File: config.mk
export PLATFORM = sky130hd
export DESIGN_NAME = ssbg_div
export DESIGN_NICKNAME = d
export VERILOG_FILES = /design/src/rtl/ssbg_pkg.sv /design/src/rtl/ssbg_div.sv
export SDC_FILE = /design/constraint.sdc
export NUM_CORES = 1
export LEC_CHECK = 0
export ABC_AREA = 1
export BUFFER_PORTS_ARGS = -buffer_cell sky130_fd_sc_hd__buf_2
export CAP_MARGIN = 25
export CORE_MARGIN = 3
export CORE_UTILIZATION = 51
export DETAILED_ROUTE_END_ITERATION = 8
export PLACE_DENSITY = 0.83
export REMOVE_ABC_BUFFERS = 1
export SLEW_MARGIN = 10
export SYNTH_ARGS = -nofsm -noshare
export SYNTH_HDL_FRONTEND = slang
export SYNTH_SLANG_ARGS = --single-unit
File: constraint.sdc
create_clock -name clk -period 2.9 [get_ports clk]
set_input_delay 0.145 -clock clk [delete_from_list [all_inputs] [get_ports clk]]
set_output_delay 0.145 -clock clk [all_outputs]
set_load 0.01 [all_outputs]
File: src/rtl/ssbg_pkg.sv
// Package for the spectral subtraction bin gain block.
// Field widths, fixed-point shifts and the output saturation helper.
// No dependencies.
package ssbg_pkg;

	localparam int SW        = 24;          // bin part width
	localparam int PW        = 2 * SW;      // bin power width
	localparam int SUM_W     = 52;          // noise sum width
	localparam int FAC_W     = 16;          // alpha and beta width
	localparam int ACC_W     = FAC_W + SUM_W;
	localparam int ALPHA_SH  = 12;
	localparam int BETA_SH   = 16;
	localparam int A_W       = ACC_W - ALPHA_SH;
	localparam int SQRT_SH   = 10;
	localparam int SQ_W      = SUM_W + SQRT_SH;   // square root radicand
	localparam int RT_W      = SQ_W / 2;          // root width
	localparam int PROD_W    = SW + RT_W;
	localparam int DIV_NW    = PROD_W + 1;
	localparam int DIV_DW    = RT_W;
	localparam int DEF_BINS  = 256;
	localparam int DEF_MAXF  = 15;
	localparam logic [FAC_W-1:0] BETA_RST = 16'd3277;

	localparam logic [SW-1:0] OUT_HI = {1'b0, {(SW-1){1'b1}}};
	localparam logic [SW-1:0] OUT_LO = {1'b1, {(SW-1){1'b0}}};

	typedef struct packed {
		logic [SW-1:0] v;
		logic          clip;
	} part_t;

	function automatic part_t sat_part(input logic neg, input logic [DIV_NW-1:0] q);
		part_t r;
		r.clip = 1'b0;
		if (!neg) begin
			if (q > DIV_NW'(OUT_HI)) begin
				r.v    = OUT_HI;
				r.clip = 1'b1;
			end else begin
				r.v = q[SW-1:0];
			end
		end else begin
			if (q > {{(DIV_NW-SW){1'b0}}, OUT_LO}) begin
				r.v    = OUT_LO;
				r.clip = 1'b1;
			end else begin
				r.v = SW'(~q[SW-1:0] + 1'b1);
			end
		end
		return r;
	endfunction

endpackage

File: src/rtl/ssbg_div.sv
// Restoring divider, one quotient bit per cycle.
// Depends on ssbg_pkg for default widths.
module ssbg_div import ssbg_pkg::*; #(
	parameter int NW = DIV_NW,
	parameter int DW = DIV_DW
) (
	input  logic          clk,
	input  logic          arst_n,
	input  logic          start,
	input  logic [NW-1:0] num,
	input  logic [DW-1:0] den,
	output logic          done,
	output logic [NW-1:0] quo
);

	localparam int CW = $clog2(NW);

	logic          busy_q;
	logic          done_q;
	logic [CW-1:0] cnt_q;
	logic [NW-1:0] quo_q;
	logic [DW-1:0] rem_q;
	logic [DW-1:0] den_q;
	logic [DW:0]   trial;
	logic [DW:0]   diff;
	logic          ge;

	assign trial = {rem_q, quo_q[NW-1]};
	assign diff  = trial - {1'b0, den_q};
	assign ge    = trial >= {1'b0, den_q};

	always_ff @(posedge clk or negedge arst_n) begin
		if (!arst_n) begin
			busy_q <= 1'b0;
			done_q <= 1'b0;
			cnt_q  <= '0;
		end else begin
			done_q <= 1'b0;
			if (start && !busy_q) begin
				busy_q <= 1'b1;
				cnt_q  <= '0;
			end else if (busy_q) begin
				cnt_q <= cnt_q + 1'b1;
				if (cnt_q == CW'(NW - 1)) begin
					busy_q <= 1'b0;
					done_q <= 1'b1;
				end
			end
		end
	end

	always_ff @(posedge clk) begin
		if (start && !busy_q) begin
			quo_q <= num;
			rem_q <= '0;
			den_q <= den;
		end else if (busy_q) begin
			quo_q <= {quo_q[NW-2:0], ge};
			rem_q <= ge ? diff[DW-1:0] : trial[DW-1:0];
		end
	end

	assign done = done_q;
	assign quo  = quo_q;

endmodule

==> results.json <==
{
  "status": "finished, final reports clean",
  "drive_gt1_share_pct": 18.1,
  "htree_levels": 4,
  "pin_count": 147,
  "r2r_start": "quo[55]$_DFFE_PP_",
  "end_kind": "flop",
  "grt_pass1_vias": 7405,
  "cts_buffer_depth": 2,
  "grt.overflow.total": 0,
  "setup_ws_ps": 354,
  "fmax_mhz": 393,
  "area_delta_synth_final_pct": 27.2,
  "setup.worst_path.start": "quo[55]$_DFFE_PP_",
  "grt_pass1_wl_um": 34500,
  "syn_area_mm2": 0.00796,
  "ys_ff_latch": 126,
  "layout.cells.most_common_list": "nand2_1 (486), inv_1 (180), buf_2 (146)",
  "synth_edf_count": 87,
  "slew_violations": 0,
  "async_flop_share_pct": 6.35,
  "ys_seq_area_share_pct": 43.1,
  "root_buffer": "clkbuf_16",
  "hold_path_class": "in -> reg",
  "synthDistinctLibCells": 40,
  "cts_tree": "built",
  "dpl.hpwl_um": 14400,
  "whs_ps": 6.78,
  "wire_per_inst_um": 13.6,
  "r2r-end": "rem_q[26]$_SDFFE_PP0P_",
  "avgSynthCellArea_um2": 7.31,
  "critPathMaxFanout": 23,
  "cts_setup_buffers": 0,
  "rsz0062_at_grt": "no",
  "gp_congestion": 0.998,
  "antenna_cells": 0,
  "finish.utilization_pct": 66.4,
  "cts_buffers": 17,
  "drt_iter0_drc": 581,
  "path_class": "reg -> reg",
  "endpoint": "rem_q[26]$_SDFFE_PP0P_",
  "pre_cts_ws_ps": 369,
  "fp.dieW_um": 131,
  "antenna_found_initial": 0,
  "worstSkewPairLatency_ps": 420,
  "vdd_drop_max_mv": 0.650,
  "ys.flop_type": "edfxtp_1",
  "cp.required_ps": 3200,
  "p_leak_nw": 5.38,
  "syn_inst": 1089,
  "clock_skew_ps": 12.6,
  "rrSetupSlack_ps": 350,
  "final_common_cell": "nand2_1",
  "power.density_mw_per_mm2": 1060,
  "vias": 7462,
  "avgViaCountPerCell": 4.90,
  "arrival_ps": 2850,
  "grt_start_max_net_pins": 73,
  "startpoint_type": "flop",
  "antenna_left": 0,
  "dieArea_mm2": 0.0171,
  "hold_viol": 0,
  "cts.sink_count": 126,
  "post-route-period-util_pct": 87.8,
  "drc": 0,
  "wl_um": 20700,
  "ys_warn_count": 0,
  "rr_worst_depth": 17,
  "die_y_um": 131,
  "worst_slew_pin_slew_ps": 664,
  "setup_viol": 0,
  "drt-pass1-iter-count": 5,
  "max_slew_margin_pct": 55.7,
  "grt_use_total_pct": 25.2,
  "fp-row-count": 45,
  "maxCapViolations": 0,
  "coreArea_mm2": 0.0153,
  "clk_pin_slew_ps": 60,
  "initial_core_util_pct": 52.2,
  "io_buffers": 146,
  "nNetsFinal": 1424,
  "period_needed_ps": 2550
}
==> logic make-up (layout without fill, tap and decap cells) <==
family                     count (synthesis)  after routing  synth area share [%]
DFF                                      126            126                  43.1
AOI/OAI and AO/OA                         45             45                  3.44
adders and majority gates                 33             33                  5.28
buffers and inverters                    215            439                  11.1
and+or+nand+nor                          659            659                  35.8
xor gates and xnor gates                  11             11                  1.21
==> cells in the mapped netlist (6+ instances only) <==
| library cell | instances | area [um2] |
|---|---|---|
| nand2_1 | 486 | 1820 |
| inv_1 | 181 | 679 |
| edfxtp_1 | 87 | 2610 |
| nand3_1 | 61 | 305 |
| nor2_1 | 45 | 169 |
| ha_1 | 32 | 400 |
| dfxtp_1 | 31 | 621 |
| a21oi_1 | 17 | 85.1 |
| nand3_2 | 15 | 150 |
| clkbuf_1 | 14 | 52.6 |
| nand4_1 | 11 | 68.8 |
| o21ai_1 | 11 | 55.1 |
| nand3b_2 | 9 | 101 |
| dfrtp_1 | 8 | 200 |
| a21oi_2 | 7 | 61.3 |
| buf_6 | 7 | 78.8 |
| nand2_2 | 7 | 43.8 |
| xnor2_1 | 6 | 52.6 |
==> sequential cells by signal, indices dropped and copies added (netlist names) <==
name / flops
busy_q: 1
quo: 56
done: 1
cnt_q: 6
rem_q: 31
den_q: 31
==> worst max-delay path, cell delays in order, from the launching register on <==
cell and delay [ps]:
edfxtp_1 380, inv_1 110, ha_1 190, fa_1 220, inv_1 80, nand2_1 60
nand2_1 70, nand3_2 70, nand2_2 90, nand2_2 90, nand3_2 90, nand2_4 230
buf_4 410, nand3_1 120, nand2_1 80, inv_1 40, nand2_1 40, nand2_1 60
==> power by group <==
part	internal, mW	switching, mW	total [mW]
Clock	1.34	0.798	2.14
Combinational	2.02	3.28	5.30
Sequential	2.82	0.458	3.28
Total	6.17	4.54	10.7
==> routing by layer <==
metal | routed length, um | vias up | track usage [%]
li1 | - | 3801 | -
met1 | 8740 | 3347 | 32.1
met2 | 10200 | 276 | 42.6
met3 | 1390 | 38 | 6.50
met4 | 376 | 0 | 7.26
met5 | 0 | - | 0
==> area by class of cell <==
| cell class | count | area [um2] |
|---|---|---|
| fillers | 1269 | 5130 |
| clock buffers | 20 | 437 |
| repair buffers | 223 | 1500 |
| clock inverters | 11 | 144 |
| flip-flops and latches | 126 | 3430 |
| inverters | 185 | 694 |
| well taps | 211 | 264 |
| multi-input cells | 748 | 3650 |
==> how the worst min path moves through the flow <==
stage,to,start,slack (ps),cells after the start
finish,quo[21]$_DFFE_PP_,num[21],7,3
global route,quo[21]$_DFFE_PP_,num[21],1,3
floorplan,busy_q$_DFF_PN0_,arst_n,-150,0
detailed placement,cnt_q[4]$_DFFE_PN0P_,arst_n,-6,1
global placement,done$_DFF_PN0_,arst_n,-7,1
CTS,quo[44]$_DFFE_PP_,num[44],0.3,3
==> repair_timing <==
item,CTS,global route
gates resized for setup,0,0
hold endpoints to repair,74,1
hold buffers,67,1
==> per-stage QoR <==
stage          power, mW  cells  area (um2)  setup TNS [ps]
5_1_grt             11.6   1524       10100               0
3_3_place_gp        8.27   1425        8860               0
2_1_floorplan       6.95   1059        7770         -290460
3_5_place_dp        8.42   1425        8860               0
4_1_cts             10.7   1523       10100               0
6_report            10.7   1524       10100               0
Power figures use the tool's default switching activity.
