===== config.mk =====
export PLATFORM = sky130hd
export DESIGN_NAME = ssbg_isqrt
export DESIGN_NICKNAME = d
export VERILOG_FILES = /design/src/rtl/ssbg_pkg.sv /design/src/rtl/ssbg_isqrt.sv
export SDC_FILE = /design/constraint.sdc
export NUM_CORES = 1
export LEC_CHECK = 0
export ABC_AREA = 1
export BUFFER_PORTS_ARGS = -buffer_cell sky130_fd_sc_hd__buf_4
export CAP_MARGIN = 10
export CORE_MARGIN = 4
export CORE_UTILIZATION = 53
export DETAILED_ROUTE_END_ITERATION = 8
export GPL_TIMING_DRIVEN = 0
export PLACE_DENSITY = 0.77
export SLEW_MARGIN = 40
export SYNTH_ARGS = -nofsm -noshare
export SYNTH_HDL_FRONTEND = slang
export SYNTH_SLANG_ARGS = --single-unit

===== constraint.sdc =====
create_clock -name clk -period 2.8 [get_ports clk]
set_input_delay 0.28 -clock clk [delete_from_list [all_inputs] [get_ports clk]]
set_output_delay 0.28 -clock clk [all_outputs]
set_load 0.005 [all_outputs]

===== src/rtl/ssbg_pkg.sv =====
// Package for the spectral subtraction bin gain block.
// Field widths, fixed-point shifts and the output saturation helper.
// No dependencies.
package ssbg_pkg;

	localparam int SW        = 24;          // bin part width
	localparam int PW        = 2 * SW;      // bin power width
	localparam int SUM_W     = 52;          // noise sum width
	localparam int FAC_W     = 16;          // alpha and beta width
	localparam int ACC_W     = FAC_W + SUM_W;
	localparam int ALPHA_SH  = 12;
	localparam int BETA_SH   = 16;
	localparam int A_W       = ACC_W - ALPHA_SH;
	localparam int SQRT_SH   = 10;
	localparam int SQ_W      = SUM_W + SQRT_SH;   // square root radicand
	localparam int RT_W      = SQ_W / 2;          // root width
	localparam int PROD_W    = SW + RT_W;
	localparam int DIV_NW    = PROD_W + 1;
	localparam int DIV_DW    = RT_W;
	localparam int DEF_BINS  = 256;
	localparam int DEF_MAXF  = 15;
	localparam logic [FAC_W-1:0] BETA_RST = 16'd3277;

	localparam logic [SW-1:0] OUT_HI = {1'b0, {(SW-1){1'b1}}};
	localparam logic [SW-1:0] OUT_LO = {1'b1, {(SW-1){1'b0}}};

	typedef struct packed {
		logic [SW-1:0] v;
		logic          clip;
	} part_t;

	function automatic part_t sat_part(input logic neg, input logic [DIV_NW-1:0] q);
		part_t r;
		r.clip = 1'b0;
		if (!neg) begin
			if (q > DIV_NW'(OUT_HI)) begin
				r.v    = OUT_HI;
				r.clip = 1'b1;
			end else begin
				r.v = q[SW-1:0];
			end
		end else begin
			if (q > {{(DIV_NW-SW){1'b0}}, OUT_LO}) begin
				r.v    = OUT_LO;
				r.clip = 1'b1;
			end else begin
				r.v = SW'(~q[SW-1:0] + 1'b1);
			end
		end
		return r;
	endfunction

endpackage


===== src/rtl/ssbg_isqrt.sv =====
// Floor square root, two radicand bits per cycle.
// Depends on ssbg_pkg for the default width.
module ssbg_isqrt import ssbg_pkg::*; #(
	parameter int W = SQ_W
) (
	input  logic           clk,
	input  logic           arst_n,
	input  logic           start,
	input  logic [W-1:0]   rad,
	output logic           done,
	output logic [W/2-1:0] root
);

	localparam int HW = W / 2;
	localparam int CW = $clog2(HW);

	logic          busy_q;
	logic          done_q;
	logic [CW-1:0] cnt_q;
	logic [W-1:0]  rad_q;
	logic [HW-1:0] root_q;
	logic [HW+1:0] rem_q;
	logic [HW+1:0] remsh;
	logic [HW+1:0] trial;
	logic          ge;

	assign remsh = {rem_q[HW-1:0], rad_q[W-1:W-2]};
	assign trial = {root_q, 2'b01};
	assign ge    = remsh >= trial;

	always_ff @(posedge clk or negedge arst_n) begin
		if (!arst_n) begin
			busy_q <= 1'b0;
			done_q <= 1'b0;
			cnt_q  <= '0;
		end else begin
			done_q <= 1'b0;
			if (start && !busy_q) begin
				busy_q <= 1'b1;
				cnt_q  <= '0;
			end else if (busy_q) begin
				cnt_q <= cnt_q + 1'b1;
				if (cnt_q == CW'(HW - 1)) begin
					busy_q <= 1'b0;
					done_q <= 1'b1;
				end
			end
		end
	end

	always_ff @(posedge clk) begin
		if (start && !busy_q) begin
			rad_q  <= rad;
			root_q <= '0;
			rem_q  <= '0;
		end else if (busy_q) begin
			rad_q  <= {rad_q[W-3:0], 2'b00};
			root_q <= {root_q[HW-2:0], ge};
			rem_q  <= ge ? remsh - trial : remsh;
		end
	end

	assign done = done_q;
	assign root = root_q;

endmodule


==> out/qor.txt, run 1 <==
Yosys top cell area share = 25.3%
Setup crit end = rem_q[23]
Post-Syn Instances = 988
RR Endpoint = rem_q[23]
Yosys top cell by area = edfxtp_1
FF-to-FF Start = root[22]
Ys Warns = 0
Slew HR = 54.6%
post-CTS setup buffers = 0
flop2flop setup slack = 350 ps
Seq/Total Area, Yosys = 44.5%
final core occ = 66.0%
Critical Path Source Type = flip-flop
Post-Route Setup TNS = 0 ps
clock input transition at the sequential cells of the worst setup and hold paths = 60 ps
synth unique cells = 38
Mapped Nets = 1088
most used routing layer = met2
Worst-Margin Slew = 681 ps
number of routed nets with antenna violations = 0
Post-DP HPWL = 14900 um
FMAX = 0.408 GHz
M3 GR Usage = 6.14%
CTS sink cnt = 131
chip width = 126 um
Hold Path Class = in2reg
Avg Inst Size Synth = 7.45 um^2
vias in the first global route = 6648
commonest non-fill, non-tap cell in the layout = nand2_1
skew final = 9.64 ps
Place WS = 377 ps
Critical Path End Type = flip-flop
Fin. Hold Viols = 0
met2 global-route usage = 40.9%
core area = 0.0134 mm^2
GRT overflow = 0
final net count = 1204
First-pass DRT Iterations = 5
pins over their slew limit = 0
Rows = 42
Gates resized, CTS repair = 0
final instance area = 0.00885 mm^2
detailed-route wire length = 19600 um
Hold Crit Start = rad[19]
crit path DAT = 2750 ps
H-tree lvl count = 4
drt initial violations = 522
port bufs = 96
Setup WS post-layout = 349 ps
# IOs = 97
run status = finished clean
CTS tree = done
cts hold-fix bufs = 1
Die ar. = 0.0158 mm^2
ant diodes = 0
gp weighted congestion = 0.939
most frequent cells in the layout = 392 x nand2_1, 101 x inv_1, 97 x buf_4
synthesis-stage register bit count = 131
Leakage = 4.40 nW
GRT Util Overall = 24.9%
Max Cap Violations = 0
Tcrit/Tclk final = 87.5%
largest net degree at the start of global routing = 72
Worst Path Required = 3100 ps
clock latency on the worst-skew pair = 420 ps
pwr dens = 1560 mW/mm^2
unrepaired setup endpoints after global routing = no
dpl cell area = 0.00831 mm^2
layout cell share with drive strength beyond 1 = 14.3%
DR vias = 6741
Area growth syn-to-layout = 20.2%
setup violators final = 0
initial antenna violation count = 0
GR Util met1 = 32.1%
DRC viols = 0
first-pass GRT wire length = 31500 um
clock root cell = clkbuf_16
Final Critical Period = 2450 ps
Num CTS Buffers = 17
Max clock buf depth = 2
peak supply drop = 0.738 mV
Mapped Area = 0.00736 mm^2
dominant cells by area after synthesis = edfxtp_1 25%, nand2_1 20%, dfxtp_1 17%
wire per inst = 15.1 um
vias per cell = 5.21
Crit. Startpoint = root[22]
Initial Utilization = 54.9%
WS Path Type = reg2reg
Max Fanout on Critical Path = 10
die height = 126 um
Worst Reg-to-Reg Cells = 14
==> power breakdown <==
group	internal, W	total, W	leakage, nW	switching (W)
registers	0.00311	0.00359	1.32	0.000486
logic	0.00317	0.00824	2.83	0.00507
clock network	0.00112	0.00198	0.245	0.000859
total	0.00741	0.0138	4.40	0.00641
==> through the flow <==
step                      instances  hold slack (ps)  total power (W)
after floorplan                 988            -15.6          0.00950
after global placement         1260             94.8           0.0116
after detailed placement       1260             95.4           0.0118
after CTS                      1293              111           0.0138
after global routing           1293              113           0.0151
final                          1293              122           0.0138
==> kinds of logic after synthesis <==
family | count (synthesis) | share of synthesized area, %
and+or+nand+nor | 539 | 30.1
buffers and inverters | 139 | 7.70
DFF | 131 | 44.5
AOI/OAI and AO/OA | 127 | 9.72
adders and majority gates | 35 | 5.95
xor gates and xnor gates | 17 | 2.02
==> flip-flops by register name, summed over array words and instances, names as in the netlist <==
name and count:
root 31, done 1, rad_q 62, rem_q 31, cnt_q 5, busy_q 1
==> critical path, cell delays in order (launching register included) <==
cell and delay (ps):
dfxtp_1 330, inv_1 80, ha_1 380, nand2_1 110, nor2_1 350, nand3b_1 110, nor2_1 100, nand2_1 60
nand3_1 120, nor2_4 50, nand2_4 120, buf_6 170, inv_2 70, nor2_1 200, o21ai_1 80
==> final cells by class <==
class	instances	area [um^2]
clock buffer	19	433
multi-input combinational	718	3520
inverter	107	402
clock inverter	13	88.8
timing repair buffer	97	731
buffer	32	175
fill	1206	4550
tap	176	220
sequential	131	3280
==> how the worst min path moves through the flow <==
stage | slack (ps) | endpoint | cells after the start
6_report | 120 | rad_q[19] | 3
4_1_cts | 110 | rad_q[48] | 3
5_1_grt | 110 | rad_q[43] | 3
3_3_place_gp | 90 | cnt_q[2] | 1
3_5_place_dp | 100 | cnt_q[2] | 1
2_1_floorplan | -20 | busy_q | 0
==> metal layers <==
| layer | up-vias | part of all wire, % |
|---|---|---|
| met5 | - | 0 |
| met4 | 0 | 2.8 |
| met3 | 47 | 6.3 |
| met2 | 193 | 47 |
| met1 | 3067 | 44 |
| li1 | 3434 | - |
==> cell usage after synthesis <==
| cell type | number |
|---|---|
| nand2_1 | 392 |
| inv_1 | 101 |
| dfxtp_1 | 62 |
| edfxtp_1 | 62 |
| nor2_1 | 60 |
| nand3_1 | 42 |
| a21oi_1 | 41 |
| ha_1 | 35 |
| o22ai_1 | 31 |
| o21ai_1 | 25 |
| clkbuf_1 | 21 |
| o21ai_0 | 16 |
| xnor2_1 | 13 |
| nand4_1 | 10 |
| nor3_1 | 8 |
| dfrtp_1 | 7 |
| nand2_2 | 7 |
| inv_2 | 6 |
| or2_1 | 6 |
| buf_6 | 5 |
| o21bai_1 | 5 |
| nand3_2 | 4 |
| xor2_1 | 4 |
| buf_2 | 3 |
| nor2_2 | 3 |
| o211ai_1 | 3 |
| a21o_1 | 2 |
| buf_1 | 2 |
| nor2_4 | 2 |
| o21a_1 | 2 |
| a21oi_2 | 1 |
| and3_1 | 1 |
| buf_4 | 1 |
| nand2_4 | 1 |
| nand3b_1 | 1 |
| nor3_2 | 1 |
| o211ai_2 | 1 |
| or2_2 | 1 |
No activity file was read; power rests on OpenSTA's default activity.
==> inputs of run 2 (changes only) <==
- RECOVER_POWER: not set -> 25
- SLEW_MARGIN: 40 -> 15
==> run 2 against run 1 <==
  * Clock-buffer cell count unchanged
  * Wire length is 1.1% lower
  * Combinational power decreased by 0.5%
  * Die area stayed put
  * Sequential power barely moved
  * Final cell count about the same
  * Largest cell class unchanged
  * Largest power group unchanged
  * Highest routed layer unchanged
==> out/qor.txt, run 2 (synthesis results as in run 1) <==
run status = finished clean
register area = 0.00328 mm^2 (unchanged)
commonest non-fill, non-tap cell in the layout = nand2_1
gp weighted congestion = 0.939 (unchanged)
drt initial violations = 501 (-4.0%)
Hold Path Sink = rad_q[26]
Leakage = 4.40 nW (about the same)
chip width = 126 um (unchanged)
vias per cell = 5.16 (-0.97%)
Largest Register = rad_q
most frequent cells in the layout = 392 x nand2_1, 101 x inv_1, 64 x buf_4
ant diodes = 0 (unchanged)
pins over their slew limit = 0 (unchanged)
wire per inst = 15.0 um (-1.2%)
FF-to-FF Start = root[22]
Max Cap Violations = 0 (unchanged)
Hold Crit Depth = 3 (unchanged)
# IOs = 97 (unchanged)
GRT Util Overall = 24.7% (-0.28 points)
setup violators final = 0 (unchanged)
CTS tree = done
Critical Path Source Type = flip-flop
Setup WS post-layout = 362 ps (+12.8 ps)
final core occ = 66.3% (+0.28 points)
Hold Crit Start = rad[26]
DRC viols = 0 (unchanged)
cts hold-fix bufs = 1 (unchanged)
Rows = 42 (unchanged)
Post-DP HPWL = 14900 um (+0.14%)
port bufs = 96 (unchanged)
First-pass DRT Iterations = 5 (unchanged)
Die ar. = 0.0158 mm^2 (unchanged)
clock latency on the worst-skew pair = 430 ps (about the same)
Slew HR = 38.2% (-16 points)
first-pass GRT wire length = 31100 um (-1.3%)
die height = 126 um (unchanged)
Max clock buf depth = 2 (unchanged)
skew final = 8.89 ps (-0.744 ps)
area of the multi-input gates = 0.00352 mm^2 (about the same)
max reg flops = 62 (unchanged)
FMAX = 0.410 GHz (+0.52%)
Area growth syn-to-layout = 20.7%
fill count = 1193 (-1.1%)
H-tree lvl count = 4 (unchanged)
Place WS = 365 ps (-12.6 ps)
largest net degree at the start of global routing = 60 (-17%)
Worst Path Required = 3110 ps (about the same)
Final Critical Period = 2440 ps (-12.8 ps)
smallest hold slack = 118 ps (-3.66 ps)
Hold Path Class = in2reg
Worst-Margin Slew = 927 ps (+246 ps)
GRT overflow = 0 (unchanged)
clock root cell = clkbuf_16
core area = 0.0134 mm^2 (unchanged)
Critical Path End Type = flip-flop
RR Endpoint = rem_q[23]
crit path DAT = 2750 ps (about the same)
Num CTS Buffers = 17 (unchanged)
Gates resized, CTS repair = 0 (unchanged)
Post-Route Setup TNS = 0 ps (unchanged)
number of routed nets with antenna violations = 0 (unchanged)
clock input transition at the sequential cells of the worst setup and hold paths = 60 ps (about the same)
DR vias = 6681 (-0.89%)
Fin. Hold Viols = 0 (unchanged)
Max Fanout on Critical Path = 10 (unchanged)
flop2flop setup slack = 360 ps (about the same)
vias in the first global route = 6494 (-2.3%)
initial antenna violation count = 0 (unchanged)
CTS sink cnt = 131 (unchanged)
Initial Utilization = 54.9% (unchanged)
final net count = 1205 (+0.083%)
WS Path Type = reg2reg
pwr dens = 1570 mW/mm^2 (+0.49%)
Non-Filler Instances = 1294 (+0.077%)
layout cell share with drive strength beyond 1 = 13.8% (-0.55 points)
Worst Reg-to-Reg Cells = 14 (unchanged)
dpl cells = 1261 (+0.079%)
post-CTS setup buffers = 0 (unchanged)
unrepaired setup endpoints after global routing = no
peak supply drop = 0.580 mV (-21%)
Tcrit/Tclk final = 87.1% (-0.46 points)
detailed-route wire length = 19400 um (-1.1%)
## run 2: layer usage
layer	vias up	track usage [%]	share of wire (%)
met5	-	0	0
met4	0	9.84	2.6
met3	36	5.72	5.9
met2	181	40.0	47
met1	3027	32.1	45
li1	3437	-	-
## run 2: how the worst max path moves through the flow
| stage | startpoint | end |
|---|---|---|
| floorplan | root[18] | rem_q[15] |
| global placement | busy_q | rad_q[11] |
| detailed placement | root[22] | rem_q[23] |
| CTS | root[22] | rem_q[23] |
| global route | root[22] | rem_q[23] |
| finish | root[22] | rem_q[23] |
## run 2: final cells by class
type / count / area share, %
multi-input cells: 718 / 39.6
repair buffers: 98 / 8.28
flip-flops and latches: 131 / 36.9
well taps: 176 / 2.48
plain buffers: 32 / 1.85
inverters: 107 / 4.52
clock inverters: 13 / 1.52
clock buffers: 19 / 4.87
## run 2: critical path: stages, from the launching register on
cell and delay [ps]:
dfxtp_1 320, inv_1 70, ha_1 390, nand2_1 110
nor2_1 320, nand3b_1 110, nor2_1 100, nand2_1 60
nand3_1 120, nor2_4 50, nand2_4 120, buf_6 170
inv_2 70, nor2_1 210, o21ai_1 90
## run 2: stage by stage
| step | total power [W] | cell area, um^2 |
|---|---|---|
| after floorplan | 0.00950 | 7360 |
| after global placement | 0.0116 | 8300 |
| after detailed placement | 0.0118 | 8330 |
| after CTS | 0.0140 | 8910 |
| after global routing | 0.0152 | 8880 |
| final | 0.0139 | 8880 |
## run 2: power by group
group / internal [W] / switching (W) / leakage, nW
Clock: 0.00130 / 0.000862 / 0.268
Combinational: 0.00314 / 0.00507 / 2.81
Sequential: 0.00311 / 0.000469 / 1.32
Total: 0.00755 / 0.00640 / 4.40
==> inputs of run 3 (changes only) <==
- CORE_MARGIN: 4 -> 2
- CTS_CLUSTER_SIZE: not set -> 25
==> run 3 against run 2 <==
  * Non-clock buffer count did not move
  * Critical path depth did not move
  * Critical path type unchanged
  * Maximum frequency rose by 0.99%
  * Final cell count rose by 0.31%
  * Sequential share of layout area barely moved
  * Clock skew rose by 2.7 ps
==> out/qor.txt, run 3 (synthesis results as in run 1) <==
ant diodes = 0 (unchanged)
post-CTS setup buffers = 0 (unchanged)
Leakage = 4.40 nW (about the same)
crit path DAT = 2730 ps (-20 ps)
core area = 0.0137 mm^2 (+2.4%)
Slew HR = 43.3% (+5.1 points)
Initial Utilization = 53.7% (-1.3 points)
area of the multi-input gates = 0.00352 mm^2 (unchanged)
Final Critical Period = 2410 ps (-24.0 ps)
unrepaired setup endpoints after global routing = no
detailed-route wire length = 19100 um (-1.6%)
H-tree lvl count = 4 (unchanged)
CTS tree = done
die height = 122 um (-3.2%)
number of routed nets with antenna violations = 0 (unchanged)
Fin. Hold Viols = 0 (unchanged)
# IOs = 97 (unchanged)
Critical Path End Type = flip-flop
Max Fanout on Critical Path = 10 (unchanged)
wire per inst = 14.7 um (-1.9%)
GRT Util Overall = 26.9% (+2.2 points)
Rows = 43 (+2.4%)
DR vias = 6665 (-0.24%)
dpl cells = 1265 (+0.32%)
Area growth syn-to-layout = 20.7% (about the same)
layout cell share with drive strength beyond 1 = 14.0% (+0.18 points)
port bufs = 96 (unchanged)
pwr dens = 1560 mW/mm^2 (-0.42%)
clock root cell = clkbuf_16
clock latency on the worst-skew pair = 430 ps (about the same)
Sequential Power Share = 25.7% (about the same)
Crit path top cell by count = nand2_1
commonest non-fill, non-tap cell in the layout = nand2_1
crit-path cells = inv_1 -> ha_1 -> nand2_1 -> nor2_1 -> nand3b_1 -> nor2_1 -> nand2_1 -> nand3_1 -> nor2_4 -> nand2_4 -> buf_6 -> nand3_2 -> o211ai_1 -> nand2_1
Non-Filler Instances = 1298 (+0.31%)
Worst Path Required = 3120 ps (about the same)
Largest Register = rad_q
fill count = 1254 (+5.1%)
final net count = 1205 (unchanged)
Critical Path Source Type = flip-flop
Post-DP HPWL = 14500 um (-2.5%)
Die ar. = 0.0148 mm^2 (-6.3%)
CTS sink cnt = 131 (unchanged)
initial antenna violation count = 0 (unchanged)
most frequent cells in the layout = 392 x nand2_1, 101 x inv_1, 64 x buf_4
WS Path Type = reg2reg
largest net degree at the start of global routing = 41 (-32%)
worst stage delay on the critical path = 390 ps (about the same)
drt initial violations = 540 (+7.8%)
Worst-Margin Slew = 847 ps (-79.6 ps)
register area = 0.00328 mm^2 (unchanged)
Net Sw Power = 0.00636 W (-0.52%)
Tcrit/Tclk final = 86.2% (-0.86 points)
chip width = 122 um (-3.2%)
Num CTS Buffers = 17 (unchanged)
Post-Route Setup TNS = 0 ps (unchanged)
peak supply drop = 0.609 mV (+5.0%)
clock input transition at the sequential cells of the worst setup and hold paths = 60 ps (about the same)
skew final = 11.6 ps (+2.74 ps)
Max clock buf depth = 2 (unchanged)
max reg flops = 62 (unchanged)
setup violators final = 0 (unchanged)
vias per cell = 5.13 (-0.55%)
Hold Path Class = in2reg
Max Cap Violations = 0 (unchanged)
Net Sw Frac = 45.8% (about the same)
Slowest-stage cell, CP = ha_1
Logic pwr share = 58.8% (about the same)
first-pass GRT wire length = 30600 um (-1.6%)
part of the power in the clock network = 15.5% (about the same)
FMAX = 0.414 GHz (+0.99%)
Internal = 0.00752 W (-0.36%)
gp weighted congestion = 0.972 (+3.4%)
GRT overflow = 0 (unchanged)
vias in the first global route = 6294 (-3.1%)
pins over their slew limit = 0 (unchanged)
First-pass DRT Iterations = 5 (unchanged)
DRC viols = 0 (unchanged)
run status = finished clean
[run 3: cell types whose count changed in the layout (fill, tap and decap cells not counted), sizes merged]
cell / previous run / this run
clkinv: 7 / 5
inv: 108 / 109
bufinv: 2 / 1
clkbuf: 74 / 76
[run 3: cell type report]
cell class	instances	share of cell area [%]
plain buffers	32	1.89
clock buffers	21	5.30
clock inverters	11	1.16
inverters	107	4.52
multi-input cells	718	39.6
flip-flops and latches	131	36.9
well taps	180	2.54
repair buffers	98	8.11
[run 3: metal layers]
metal  GRT usage (%)  part of all wire (%)  vias to the layer above
met5               0                     0                        -
met4            8.84                   1.7                        0
met3            7.12                   5.7                       33
met2            42.6                    46                      185
met1            36.0                    46                     3018
li1                -                     -                     3429
[run 3: worst paths after layout]
check	start	to	slack [ps]	cells past startpoint
worst max-delay path	root[22]	rem_q[19]	390	14
worst min-delay path	rad[34]	rad_q[34]	110	3
worst max register to register	root[22]	rem_q[19]	390	14
worst min register to register	rem_q[30]	rem_q[30]	460	2
max in group asynchronous	arst_n	cnt_q[0]	2250	2
min in group asynchronous	arst_n	cnt_q[1]	290	2
[run 3: through the flow]
step / setup slack [ps] / power (W) / hold slack, ps / util, % / cell area [um^2]
4_1_cts: 376 / 0.0139 / 103 / 65.0 / 8910
5_1_grt: 208 / 0.0152 / 119 / 64.7 / 8880
6_report: 386 / 0.0139 / 111 / 64.7 / 8880
2_1_floorplan: 803 / 0.00950 / -15.6 / - / 7360
3_3_place_gp: 170 / 0.0116 / 95.4 / 60.6 / 8310
3_5_place_dp: 395 / 0.0117 / 95.9 / 60.7 / 8330
[run 3: power by group through the flow]
stage	registers (W)	clock network [W]	logic, W
6_report	0.00357	0.00215	0.00817
5_1_grt	0.00367	0.00225	0.00924
4_1_cts	0.00357	0.00217	0.00818
2_1_floorplan	0.00351	0	0.00599
3_3_place_gp	0.00357	0	0.00801
3_5_place_dp	0.00358	0	0.00814
[run 3: worst max-delay path, delay by kind of cell (launching register included)]
family | cells | cell delay (ps)
AO/OA/AOI/OAI | 1 | 130
adder cells (fa/ha/maj) | 1 | 390
buffers and inverters | 2 | 260
flip-flops | 1 | 330
AND/OR/NAND/NOR | 10 | 1190
[run 3: timing repair]
item,CTS,global route
hold buffers,1,0
endpoints found under the hold margin,7,0
gates resized for setup,0,0
